--- src/sv/pmm_pkg.sv ---
`timescale 1ns / 1ps

package pmm_pkg;

  // Fixed field widths of the request and result channels
  localparam int ACTION_W  = 2;
  localparam int PROC_ID_W = 2;
  localparam int VADDR_W   = 8;
  localparam int DATA_W    = 8;
  localparam int STATUS_W  = 3;

  // Widest classified fields over the supported parameter ranges
  localparam int MAX_ENTRY_BITS  = 12;
  localparam int MAX_PROC_BITS   = 6;
  localparam int MAX_OFFSET_BITS = 12;

  // Entries in the queue between front and back
  localparam int QUEUE_DEPTH = 2;

  typedef enum logic [ACTION_W-1:0] {
    ACT_MAP   = 2'd0,
    ACT_LOAD  = 2'd1,
    ACT_STORE = 2'd2,
    ACT_NONE  = 2'd3
  } act_t;

  typedef enum logic [STATUS_W-1:0] {
    ST_OK       = 3'd0,
    ST_BAD_MAP  = 3'd1,
    ST_NO_TABLE = 3'd2,
    ST_NO_DATA  = 3'd3,
    ST_FAULT    = 3'd4
  } status_t;

  typedef enum logic [1:0] {
    BK_CLEAR,
    BK_RUN,
    BK_LOAD
  } back_state_t;

  // Request after decode, as it waits in the queue
  typedef struct packed {
    act_t                       op;
    logic                       in_range;
    logic [MAX_PROC_BITS-1:0]   proc_idx;
    logic [MAX_ENTRY_BITS-1:0]  entry_idx;
    logic [MAX_OFFSET_BITS-1:0] offset;
    logic                       writable;
    logic [DATA_W-1:0]          data;
  } item_t;

endpackage

--- src/sv/pmm_if.sv ---
`timescale 1ns / 1ps

interface pmm_in_if;
  logic                           valid;
  logic                           ready;
  logic [pmm_pkg::ACTION_W-1:0]   action;
  logic [pmm_pkg::PROC_ID_W-1:0]  proc_id;
  logic [pmm_pkg::VADDR_W-1:0]    vaddr;
  logic                           make_writable;
  logic [pmm_pkg::DATA_W-1:0]     store_data;

  modport source (output valid, action, proc_id, vaddr, make_writable, store_data,
                  input ready);
  modport sink   (input valid, action, proc_id, vaddr, make_writable, store_data,
                  output ready);
endinterface

interface pmm_out_if;
  logic                          valid;
  logic                          ready;
  logic [pmm_pkg::STATUS_W-1:0]  status;
  logic [pmm_pkg::DATA_W-1:0]    load_data;

  modport source (output valid, status, load_data, input ready);
  modport sink   (input valid, status, load_data, output ready);
endinterface

--- src/sv/pmm_ram.sv ---
`timescale 1ns / 1ps

module pmm_ram #(
  parameter int WIDTH = 8,
  parameter int DEPTH = 64
) (
  input  logic                     clk,
  input  logic                     we,
  input  logic [$clog2(DEPTH)-1:0] waddr,
  input  logic [WIDTH-1:0]         wdata,
  input  logic                     re,
  input  logic [$clog2(DEPTH)-1:0] raddr,
  output logic [WIDTH-1:0]         rdata
);

  logic [WIDTH-1:0] mem [DEPTH];

  // One write port, one registered read port; rdata holds when re is low
  always_ff @(posedge clk) begin
    if (we) begin
      mem[waddr] <= wdata;
    end
    if (re) begin
      rdata <= mem[raddr];
    end
  end

endmodule

--- src/sv/pmm_front.sv ---
`timescale 1ns / 1ps

module pmm_front #(
  parameter int OFFSET_BITS = 4,
  parameter int VIRT_PAGES  = 4,
  parameter int PROC_COUNT  = 4
) (
  pmm_in_if.sink          in_req,
  input  logic            accept_en,
  output logic            push_valid,
  input  logic            push_ready,
  output pmm_pkg::item_t  push_item
);

  localparam int EB = pmm_pkg::MAX_ENTRY_BITS;
  localparam int PB = pmm_pkg::MAX_PROC_BITS;
  localparam int OB = pmm_pkg::MAX_OFFSET_BITS;

  logic [pmm_pkg::VADDR_W-1:0] vpage;
  logic [OFFSET_BITS-1:0]      offset;
  logic                        vpage_ok;
  logic                        proc_ok;
  int                          entry;

  // Handshake: pass straight into the queue, closed during the clear pass
  assign push_valid   = in_req.valid && accept_en;
  assign in_req.ready = push_ready && accept_en;

  // Split the address and check the ranges
  always_comb begin
    vpage    = in_req.vaddr >> OFFSET_BITS;
    offset   = OFFSET_BITS'(in_req.vaddr);
    vpage_ok = int'(vpage) < VIRT_PAGES;
    proc_ok  = int'(in_req.proc_id) < PROC_COUNT;
    entry    = int'(in_req.proc_id) * VIRT_PAGES + int'(vpage);

    push_item.op        = pmm_pkg::act_t'(in_req.action);
    push_item.in_range  = vpage_ok && proc_ok;
    push_item.proc_idx  = PB'(in_req.proc_id);
    push_item.entry_idx = EB'(entry);
    push_item.offset    = OB'(offset);
    push_item.writable  = in_req.make_writable;
    push_item.data      = in_req.store_data;
  end

endmodule

--- src/sv/pmm_queue.sv ---
`timescale 1ns / 1ps

module pmm_queue (
  input  logic            clk,
  input  logic            rst_n,
  input  logic            push_valid,
  output logic            push_ready,
  input  pmm_pkg::item_t  push_item,
  output logic            pop_valid,
  input  logic            pop_ready,
  output pmm_pkg::item_t  pop_item
);

  localparam int DEPTH = pmm_pkg::QUEUE_DEPTH;
  localparam int PTR_W = (DEPTH > 1) ? $clog2(DEPTH) : 1;
  localparam int CNT_W = $clog2(DEPTH + 1);

  pmm_pkg::item_t   slot_r [DEPTH];
  logic [PTR_W-1:0] wptr_r, wptr_nxt;
  logic [PTR_W-1:0] rptr_r, rptr_nxt;
  logic [CNT_W-1:0] count_r, count_nxt;
  logic             do_push, do_pop;

  assign push_ready = count_r != CNT_W'(DEPTH);
  assign pop_valid  = count_r != '0;
  assign pop_item   = slot_r[rptr_r];
  assign do_push    = push_valid && push_ready;
  assign do_pop     = pop_valid && pop_ready;

  // Pointer and fill bookkeeping
  always_comb begin
    wptr_nxt  = wptr_r;
    rptr_nxt  = rptr_r;
    count_nxt = count_r;
    if (do_push) begin
      wptr_nxt = (wptr_r == PTR_W'(DEPTH - 1)) ? '0 : wptr_r + 1'b1;
    end
    if (do_pop) begin
      rptr_nxt = (rptr_r == PTR_W'(DEPTH - 1)) ? '0 : rptr_r + 1'b1;
    end
    if (do_push && !do_pop) begin
      count_nxt = count_r + 1'b1;
    end else if (do_pop && !do_push) begin
      count_nxt = count_r - 1'b1;
    end
  end

  always_ff @(posedge clk) begin
    if (!rst_n) begin
      wptr_r  <= '0;
      rptr_r  <= '0;
      count_r <= '0;
    end else begin
      wptr_r  <= wptr_nxt;
      rptr_r  <= rptr_nxt;
      count_r <= count_nxt;
    end
  end

  // Payload storage
  always_ff @(posedge clk) begin
    if (do_push) begin
      slot_r[wptr_r] <= push_item;
    end
  end

endmodule

--- src/sv/pmm_back.sv ---
`timescale 1ns / 1ps

module pmm_back #(
  parameter int OFFSET_BITS = 4,
  parameter int VIRT_PAGES  = 4,
  parameter int NUM_FRAMES  = 4,
  parameter int PROC_COUNT  = 4
) (
  input  logic            clk,
  input  logic            rst_n,
  input  logic            pop_valid,
  output logic            pop_ready,
  input  pmm_pkg::item_t  pop_item,
  pmm_out_if.source       out_rsp,
  output logic            clearing
);

  localparam int FW        = $clog2(NUM_FRAMES);
  localparam int CW        = $clog2(NUM_FRAMES + 1);
  localparam int AW        = FW + OFFSET_BITS;
  localparam int MEM_DEPTH = NUM_FRAMES << OFFSET_BITS;
  localparam int ENTRIES   = PROC_COUNT * VIRT_PAGES;
  localparam int EW        = (ENTRIES > 1) ? $clog2(ENTRIES) : 1;
  localparam int PW        = (PROC_COUNT > 1) ? $clog2(PROC_COUNT) : 1;
  localparam int DW        = pmm_pkg::DATA_W;

  typedef struct packed {
    logic          valid;
    logic          writable;
    logic [FW-1:0] frame;
  } entry_t;

  pmm_pkg::back_state_t   state_r, state_nxt;
  entry_t                 entry_r [ENTRIES];
  entry_t                 entry_nxt [ENTRIES];
  logic [PROC_COUNT-1:0]  table_r, table_nxt;
  logic [CW-1:0]          alloc_r, alloc_nxt;
  logic [AW-1:0]          clr_addr_r, clr_addr_nxt;
  logic                   out_valid_r, out_valid_nxt;
  pmm_pkg::status_t       out_status_r, out_status_nxt;
  logic [DW-1:0]          out_data_r, out_data_nxt;

  logic                   ram_we, ram_re;
  logic [AW-1:0]          ram_waddr, ram_raddr;
  logic [DW-1:0]          ram_wdata, ram_rdata;

  logic [EW-1:0]          eidx;
  logic [PW-1:0]          pidx;
  logic [OFFSET_BITS-1:0] off;
  entry_t                 cur;
  logic                   tp, need_t, need_d, hit_rd, hit_wr, slot_free;
  logic [CW-1:0]          cnt1;
  logic [AW-1:0]          byte_addr;

  pmm_ram #(
    .WIDTH (DW),
    .DEPTH (MEM_DEPTH)
  ) u_ram (
    .clk   (clk),
    .we    (ram_we),
    .waddr (ram_waddr),
    .wdata (ram_wdata),
    .re    (ram_re),
    .raddr (ram_raddr),
    .rdata (ram_rdata)
  );

  // Table lookup for the request at the queue head
  always_comb begin
    eidx      = EW'(pop_item.entry_idx);
    pidx      = PW'(pop_item.proc_idx);
    off       = OFFSET_BITS'(pop_item.offset);
    cur       = entry_r[eidx];
    tp        = table_r[pidx];
    need_t    = !tp;
    need_d    = !cur.valid;
    cnt1      = alloc_r + CW'(need_t);
    hit_rd    = pop_item.in_range && tp && cur.valid;
    hit_wr    = hit_rd && cur.writable;
    byte_addr = {cur.frame, off};
    slot_free = !out_valid_r || out_rsp.ready;
  end

  // Clear pass, then one request per cycle if slot_free and not in BK_LOAD
  always_comb begin
    state_nxt      = state_r;
    entry_nxt      = entry_r;
    table_nxt      = table_r;
    alloc_nxt      = alloc_r;
    clr_addr_nxt   = clr_addr_r;
    out_valid_nxt  = out_valid_r && !out_rsp.ready;
    out_status_nxt = out_status_r;
    out_data_nxt   = out_data_r;
    pop_ready      = 1'b0;
    ram_we         = 1'b0;
    ram_waddr      = byte_addr;
    ram_wdata      = pop_item.data;
    ram_re         = 1'b0;
    ram_raddr      = byte_addr;

    case (state_r)
      pmm_pkg::BK_CLEAR: begin
        ram_we       = 1'b1;
        ram_waddr    = clr_addr_r;
        ram_wdata    = '0;
        clr_addr_nxt = clr_addr_r + 1'b1;
        if (clr_addr_r == AW'(MEM_DEPTH - 1)) begin
          state_nxt = pmm_pkg::BK_RUN;
        end
      end

      pmm_pkg::BK_RUN: begin
        if (pop_valid && slot_free) begin
          pop_ready      = 1'b1;
          out_valid_nxt  = 1'b1;
          out_data_nxt   = '0;
          out_status_nxt = pmm_pkg::ST_FAULT;
          case (pop_item.op)
            pmm_pkg::ACT_MAP: begin
              if (!pop_item.in_range) begin
                out_status_nxt = pmm_pkg::ST_BAD_MAP;
              end else if (need_t && alloc_r == CW'(NUM_FRAMES)) begin
                out_status_nxt = pmm_pkg::ST_NO_TABLE;
              end else begin
                table_nxt[pidx] = 1'b1;
                alloc_nxt       = cnt1;
                if (need_d && cnt1 == CW'(NUM_FRAMES)) begin
                  out_status_nxt = pmm_pkg::ST_NO_DATA;
                end else begin
                  entry_nxt[eidx].valid    = 1'b1;
                  entry_nxt[eidx].writable = pop_item.writable;
                  if (need_d) begin
                    entry_nxt[eidx].frame = FW'(cnt1);
                    alloc_nxt             = cnt1 + 1'b1;
                  end
                  out_status_nxt = pmm_pkg::ST_OK;
                end
              end
            end
            pmm_pkg::ACT_LOAD: begin
              if (hit_rd) begin
                ram_re        = 1'b1;
                out_valid_nxt = 1'b0;
                state_nxt     = pmm_pkg::BK_LOAD;
              end
            end
            pmm_pkg::ACT_STORE: begin
              if (hit_wr) begin
                ram_we         = 1'b1;
                out_status_nxt = pmm_pkg::ST_OK;
              end
            end
            default: begin
              out_status_nxt = pmm_pkg::ST_FAULT;
            end
          endcase
        end
      end

      pmm_pkg::BK_LOAD: begin
        // output register was emptied when the read went out
        out_valid_nxt  = 1'b1;
        out_status_nxt = pmm_pkg::ST_OK;
        out_data_nxt   = ram_rdata;
        state_nxt      = pmm_pkg::BK_RUN;
      end

      default: begin
        state_nxt = pmm_pkg::BK_CLEAR;
      end
    endcase
  end

  // Control state
  always_ff @(posedge clk) begin
    if (!rst_n) begin
      state_r     <= pmm_pkg::BK_CLEAR;
      entry_r     <= '{default: '0};
      table_r     <= '0;
      alloc_r     <= '0;
      clr_addr_r  <= '0;
      out_valid_r <= 1'b0;
    end else begin
      state_r     <= state_nxt;
      entry_r     <= entry_nxt;
      table_r     <= table_nxt;
      alloc_r     <= alloc_nxt;
      clr_addr_r  <= clr_addr_nxt;
      out_valid_r <= out_valid_nxt;
    end
  end

  // Result payload
  always_ff @(posedge clk) begin
    out_status_r <= out_status_nxt;
    out_data_r   <= out_data_nxt;
  end

  assign out_rsp.valid     = out_valid_r;
  assign out_rsp.status    = out_status_r;
  assign out_rsp.load_data = out_data_r;
  assign clearing          = state_r == pmm_pkg::BK_CLEAR;

endmodule

--- src/sv/paged_mmu_map_load_store.sv ---
`timescale 1ns / 1ps

// Paged memory unit: per-process single-level page tables over a small
// physical byte memory of NUM_FRAMES pages of 2^OFFSET_BITS bytes each.
// in_req carries map, load and store requests (valid/ready); out_rsp returns
// exactly one result per request, in order, with status and load_data.
// A request is decoded on its way into a two-entry queue; the back end takes
// one request from the queue head per cycle while the output slot is free
// and no load is in flight. A map, store or faulting request goes from the
// queue head to the output register; a successful load first reads the byte
// memory through its registered read port, and the back end takes no new
// request until the byte is back. After reset the byte memory is zeroed one
// byte per cycle, all NUM_FRAMES << OFFSET_BITS bytes (64 at the defaults);
// in_req.ready stays low until it is done. Tables and page allocation are
// cleared at once. When out_rsp stalls, the result holds in the output
// register, the back end waits, and the queue keeps taking requests until
// it is full.
module paged_mmu_map_load_store #(
  parameter int OFFSET_BITS = 4,
  parameter int VIRT_PAGES  = 4,
  parameter int NUM_FRAMES  = 4,
  parameter int PROC_COUNT  = 4
) (
  input  logic      clk,
  input  logic      rst_n,
  pmm_in_if.sink    in_req,
  pmm_out_if.source out_rsp
);

  logic           push_valid, push_ready;
  logic           pop_valid, pop_ready;
  logic           clearing;
  pmm_pkg::item_t push_item, pop_item;

  pmm_front #(
    .OFFSET_BITS (OFFSET_BITS),
    .VIRT_PAGES  (VIRT_PAGES),
    .PROC_COUNT  (PROC_COUNT)
  ) u_front (
    .in_req     (in_req),
    .accept_en  (!clearing),
    .push_valid (push_valid),
    .push_ready (push_ready),
    .push_item  (push_item)
  );

  pmm_queue u_queue (
    .clk        (clk),
    .rst_n      (rst_n),
    .push_valid (push_valid),
    .push_ready (push_ready),
    .push_item  (push_item),
    .pop_valid  (pop_valid),
    .pop_ready  (pop_ready),
    .pop_item   (pop_item)
  );

  pmm_back #(
    .OFFSET_BITS (OFFSET_BITS),
    .VIRT_PAGES  (VIRT_PAGES),
    .NUM_FRAMES  (NUM_FRAMES),
    .PROC_COUNT  (PROC_COUNT)
  ) u_back (
    .clk       (clk),
    .rst_n     (rst_n),
    .pop_valid (pop_valid),
    .pop_ready (pop_ready),
    .pop_item  (pop_item),
    .out_rsp   (out_rsp),
    .clearing  (clearing)
  );

endmodule

--- src/flat_wrapper.sv ---
// flat-port wrapper written by rule: the top's interface ports become plain ports
module paged_mmu_map_load_store_flat 
#(
  parameter int OFFSET_BITS = 4,
  parameter int VIRT_PAGES  = 4,
  parameter int NUM_FRAMES  = 4,
  parameter int PROC_COUNT  = 4
)
  (clk, rst_n, in_req_valid, in_req_action, in_req_proc_id, in_req_vaddr, in_req_make_writable, in_req_store_data, in_req_ready, out_rsp_valid, out_rsp_status, out_rsp_load_data, out_rsp_ready);
  pmm_in_if in_req_i ();
  pmm_out_if out_rsp_i ();
  input  logic clk;
  input  logic rst_n;
  input wire logic [$bits(in_req_i.valid)-1:0] in_req_valid;
  input wire logic [$bits(in_req_i.action)-1:0] in_req_action;
  input wire logic [$bits(in_req_i.proc_id)-1:0] in_req_proc_id;
  input wire logic [$bits(in_req_i.vaddr)-1:0] in_req_vaddr;
  input wire logic [$bits(in_req_i.make_writable)-1:0] in_req_make_writable;
  input wire logic [$bits(in_req_i.store_data)-1:0] in_req_store_data;
  output wire logic [$bits(in_req_i.ready)-1:0] in_req_ready;
  output wire logic [$bits(out_rsp_i.valid)-1:0] out_rsp_valid;
  output wire logic [$bits(out_rsp_i.status)-1:0] out_rsp_status;
  output wire logic [$bits(out_rsp_i.load_data)-1:0] out_rsp_load_data;
  input wire logic [$bits(out_rsp_i.ready)-1:0] out_rsp_ready;
  assign in_req_i.valid = in_req_valid;
  assign in_req_i.action = in_req_action;
  assign in_req_i.proc_id = in_req_proc_id;
  assign in_req_i.vaddr = in_req_vaddr;
  assign in_req_i.make_writable = in_req_make_writable;
  assign in_req_i.store_data = in_req_store_data;
  assign in_req_ready = in_req_i.ready;
  assign out_rsp_valid = out_rsp_i.valid;
  assign out_rsp_status = out_rsp_i.status;
  assign out_rsp_load_data = out_rsp_i.load_data;
  assign out_rsp_i.ready = out_rsp_ready;
  paged_mmu_map_load_store #(.OFFSET_BITS(OFFSET_BITS), .VIRT_PAGES(VIRT_PAGES), .NUM_FRAMES(NUM_FRAMES), .PROC_COUNT(PROC_COUNT)) u_core (.clk(clk), .rst_n(rst_n), .in_req(in_req_i), .out_rsp(out_rsp_i));
endmodule
--- config.mk ---
export PLATFORM = sky130hd
export DESIGN_NAME = paged_mmu_map_load_store_flat
export DESIGN_NICKNAME = d
export VERILOG_FILES = /design/src/sv/pmm_pkg.sv /design/src/sv/pmm_if.sv /design/src/sv/pmm_ram.sv /design/src/sv/pmm_front.sv /design/src/sv/pmm_queue.sv /design/src/sv/pmm_back.sv /design/src/sv/paged_mmu_map_load_store.sv /design/src/flat_wrapper.sv
export SDC_FILE = /design/constraint.sdc
export NUM_CORES = 1
export LEC_CHECK = 0
export BUFFER_PORTS_ARGS = -buffer_cell sky130_fd_sc_hd__buf_2
export CORE_ASPECT_RATIO = 1.5
export CORE_MARGIN = 2
export CORE_UTILIZATION = 35
export CTS_CLUSTER_DIAMETER = 80
export CTS_CLUSTER_SIZE = 24
export DETAILED_ROUTE_END_ITERATION = 12
export SETUP_SLACK_MARGIN = 0.1
export SKIP_LAST_GASP = 1
export SYNTH_ARGS = -nofsm -noshare
export SYNTH_HDL_FRONTEND = slang
export SYNTH_SLANG_ARGS = --single-unit
--- constraint.sdc ---
create_clock -name clk -period 7.65 [get_ports clk]
set_input_delay 0.765 -clock clk [delete_from_list [all_inputs] [get_ports clk]]
set_output_delay 0.765 -clock clk [all_outputs]
set_load 0.005 [all_outputs]
==> flow_metrics.py <==
metrics = {
    "run_status": {
        "status": "complete, no violations",
    },
    "worst_setup_path": {
        "slowest_delay_ns": 0.88,
        "crit_family": "multiplexers",
        "slowest_stage": "dfxtp_2",
        "crit_end": "u_core.u_back.u_ram.mem[17][7]$_DFFE_PP_",
        "crit_chain": "mux2i_4 -> mux4_2 -> nand2_1 -> and4_1 -> a31oi_1 -> a21oi_1",
        "crit_arrival_ns": 4.96,
        "critPathRequiredTime_ns": 7.86,
        "rr_worst_depth": 6,
        "cp_num_buf_inv": 0,
        "rrSetupSlack_ns": 2.91,
        "crit_fanout": 37,
        "worst_setup_path_end_kind": "flop",
        "r2r_end": "u_core.u_back.u_ram.mem[17][7]$_DFFE_PP_",
        "cp_num_cells": 6,
        "path_class": "flop to flop",
        "startpoint_type": "flop",
    },
    "timing": {
        "worstMarginPinSlew_ns": 1.137,
        "setup_violations": 0,
        "fin_skew_ns": 0.04866,
        "rsz0062_at_grt": "no",
        "max_freq_mhz": 210.9,
        "slew_violations": 0,
        "hold_viol": 0,
        "fin_crit_sh_pct": 61.99,
        "fin_ws_ns": 2.908,
        "relSlewSlack_pct": 24.18,
        "fin_crit_ns": 4.742,
        "setup_tns_ns": 0,
        "hold_ws_ns": 0.3750,
    },
    "die": {
        "core_sq_um": 76490,
        "ioPinCount": 38,
        "initial_core_util_pct": 35.41,
        "die_h_microns": 344.7,
        "die_w_microns": 231.1,
        "rows": 124,
        "die_area_sq_um": 79670,
    },
    "clock_network": {
        "hold_buffers": 0,
        "cts_buffer_depth": 3,
        "cts_tree": "yes",
        "post_cts_buffers": 0,
        "ctsResizeCount": 0,
        "htreeDepth": 2,
        "cts_root_buf": "clkbuf_16",
        "cts_buffers": 34,
        "clock-sinks": 660,
        "clkLatencyLatePin_ns": 0.58,
        "clk_pin_slew_worst_paths_ns": 0.10,
    },
    "finish": {
        "syn2layout_area_growth_pct": 8.343,
        "final_util_pct": 38.36,
        "diodes": 0,
        "fin_nets": 1553,
        "final_area_sq_um": 29340,
        "instances_no_fill": 2537,
        "final_layout_size_suffix_gt1_share_pct": 20.21,
    },
    "logic_synthesis": {
        "synth_top_area_share_pct": 63.75,
        "yosysUniqueCellTypes": 79,
        "yosysMostFrequentCell": "edfxtp_1",
        "synth_top_cells_by_count": "edfxtp_1, mux4_2, nand2_1",
        "synth_flop_cell": "edfxtp_1",
        "synthArstFlopShare_pct": 0,
        "yosysSeqAreaShare_pct": 70.03,
        "synth_edf_count": 575,
        "avgSynthCellArea_sq_um": 18.03,
        "syn-cell-area_sq_um": 27080,
        "synth_nets": 1538,
        "synth_area_leaders": "edfxtp_1, mux4_2, dfxtp_1",
        "synth.largest_area_cell": "edfxtp_1",
        "synthCells": 1502,
        "ys_warn_count": 0,
        "yosys_register_bits": 660,
    },
    "power_and_ir_drop": {
        "combPwrFrac_pct": 2.2,
        "static-leakage-power_nw": 8.237,
        "power_density_nw_per_um2": 204.8,
        "power.switching_mw": 1.214,
        "power_frac_seq_pct": 64.9,
        "vdd_drop_max_mv": 0.1428,
        "netSwitchingFraction_pct": 20.20,
        "p_int_mw": 4.795,
        "total_power_mw": 6.009,
        "clockPowerShare_pct": 32.9,
    },
    "detailed_routing": {
        "num_vias": 13919,
        "viasPerCell": 5.486,
        "wire_per_inst_microns": 25.30,
        "drt_wl_total_microns": 64180,
        "drtIter0Drc": 1036,
        "drtAntennaViolNets": 0,
        "drc": 0,
        "drtPass1Iterations": 6,
    },
    "placed_design": {
        "dpl_cell_area_sq_um": 28370,
        "portBuffers": 37,
        "dp_cells": 2489,
        "hpwl_microns": 41770,
        "place.gp.congestion": 0.8246,
        "dpl_worst_slack_ns": 2.934,
    },
    "min_path": {
        "min_path_type": "primary input to flop",
    },
    "grt": {
        "antenna_found_initial": 0,
        "grt_pass1_vias": 14191,
        "grt_pass1_wl_microns": 94490,
        "grt_overflow": 0,
        "grt_max_degree": 77,
        "grt_usage_pct": 16.05,
    },
    "job": {
        "cap_violations": 0,
    },
}
[power by group through the flow]
stage	Combinational, mW	Clock, mW	Sequential [mW]
final	0.131	1.98	3.90
after CTS	0.132	2.03	3.90
after floorplan	0.0771	0	3.98
after detailed placement	0.132	0	3.98
after global routing	0.141	2.15	3.90
after global placement	0.130	0	3.98
[worst register-to-register path: stages (launching register included)]
cell     delay [ns]
dfxtp_2        0.88
mux2i_4        0.78
mux4_2         0.59
nand2_1        0.14
and4_1         0.68
a31oi_1        0.55
a21oi_1        0.77
[logic make-up (layout without fill, tap and decap cells)]
family	count (synthesis)	in the layout	share of synthesized area [%]
flip-flops	660	660	70.03
multiplexers	243	243	15.60
adder cells (fa/ha/maj)	11	11	0.5081
buffers and inverters	102	129	1.991
XOR/XNOR	12	12	0.3880
AND/OR/NAND/NOR	254	254	5.350
AO/OA/AOI/OAI	220	220	6.126
[flip-flops by register name, indices dropped and copies added, names as in the netlist, named ones only]
name,flops
u_core.u_back.out_rsp.load_data,8
u_core.u_queue.slot_r,44
u_core.u_back.entry_r,64
u_core.u_back.table_r,4
u_core.u_queue.rptr_r,1
u_core.u_queue.count_r,2
u_core.u_back.out_rsp.valid,1
u_core.u_back.state_r,2
u_core.u_back.u_ram.mem,512
u_core.u_back.u_ram.rdata,8
u_core.u_back.out_rsp.status,3
u_core.u_queue.wptr_r,1
u_core.u_back.alloc_r,3
u_core.u_back.clr_addr_r,6
[placed cells by master, fill, tap and decap left out, types with 9 or more instances in the layout]
master,synthesis,final
a221oi_1,32,32
nor2_1,58,45
buf_2,14,37
dfxtp_1,85,84
and3_1,12,12
nand2_1,91,91
mux2i_1,87,85
edfxtp_1,575,575
mux4_2,140,140
inv_1,18,18
nor2_4,1,9
ha_1,11,10
buf_4,10,23
a21oi_1,71,71
and2_1,9,9
nand2b_1,14,14
clkbuf_16,0,35
a22oi_1,17,17
mux2_2,14,14
a22o_1,34,34
[worst min path at each step]
stage / startpoint / endpoint / cells past startpoint
CTS: in_req_vaddr[2] / u_core.u_queue.slot_r[0][11]$_DFFE_PP_ / 1
global placement: u_core.u_back.entry_r[39]$_SDFFE_PN0P_ / u_core.u_back.entry_r[39]$_SDFFE_PN0P_ / 2
floorplan: u_core.u_back.entry_r[27]$_SDFFE_PN0P_ / u_core.u_back.entry_r[27]$_SDFFE_PN0P_ / 2
finish: in_req_vaddr[2] / u_core.u_queue.slot_r[0][11]$_DFFE_PP_ / 1
detailed placement: u_core.u_back.entry_r[39]$_SDFFE_PN0P_ / u_core.u_back.entry_r[39]$_SDFFE_PN0P_ / 2
global route: in_req_vaddr[2] / u_core.u_queue.slot_r[0][11]$_DFFE_PP_ / 1
[layout make-up]
| class | instances | area, sq um |
|---|---|---|
| fill | 6922 | 47140 |
| tap | 1008 | 1261 |
| sequential | 660 | 18970 |
| timing repair buffer | 61 | 377.9 |
| clock inverter | 4 | 58.81 |
| inverter | 20 | 75.07 |
| multi-input combinational | 740 | 7682 |
| clock buffer | 44 | 919.6 |
[routing by layer]
metal,global-route usage [%],vias up,routed length [microns]
met2,29.16,441,33860
met4,7.245,0,2898
met3,2.037,104,3111
met5,0,-,0
met1,18.94,7250,24310
li1,-,6124,-
No activity file was read; power rests on OpenSTA's default activity.
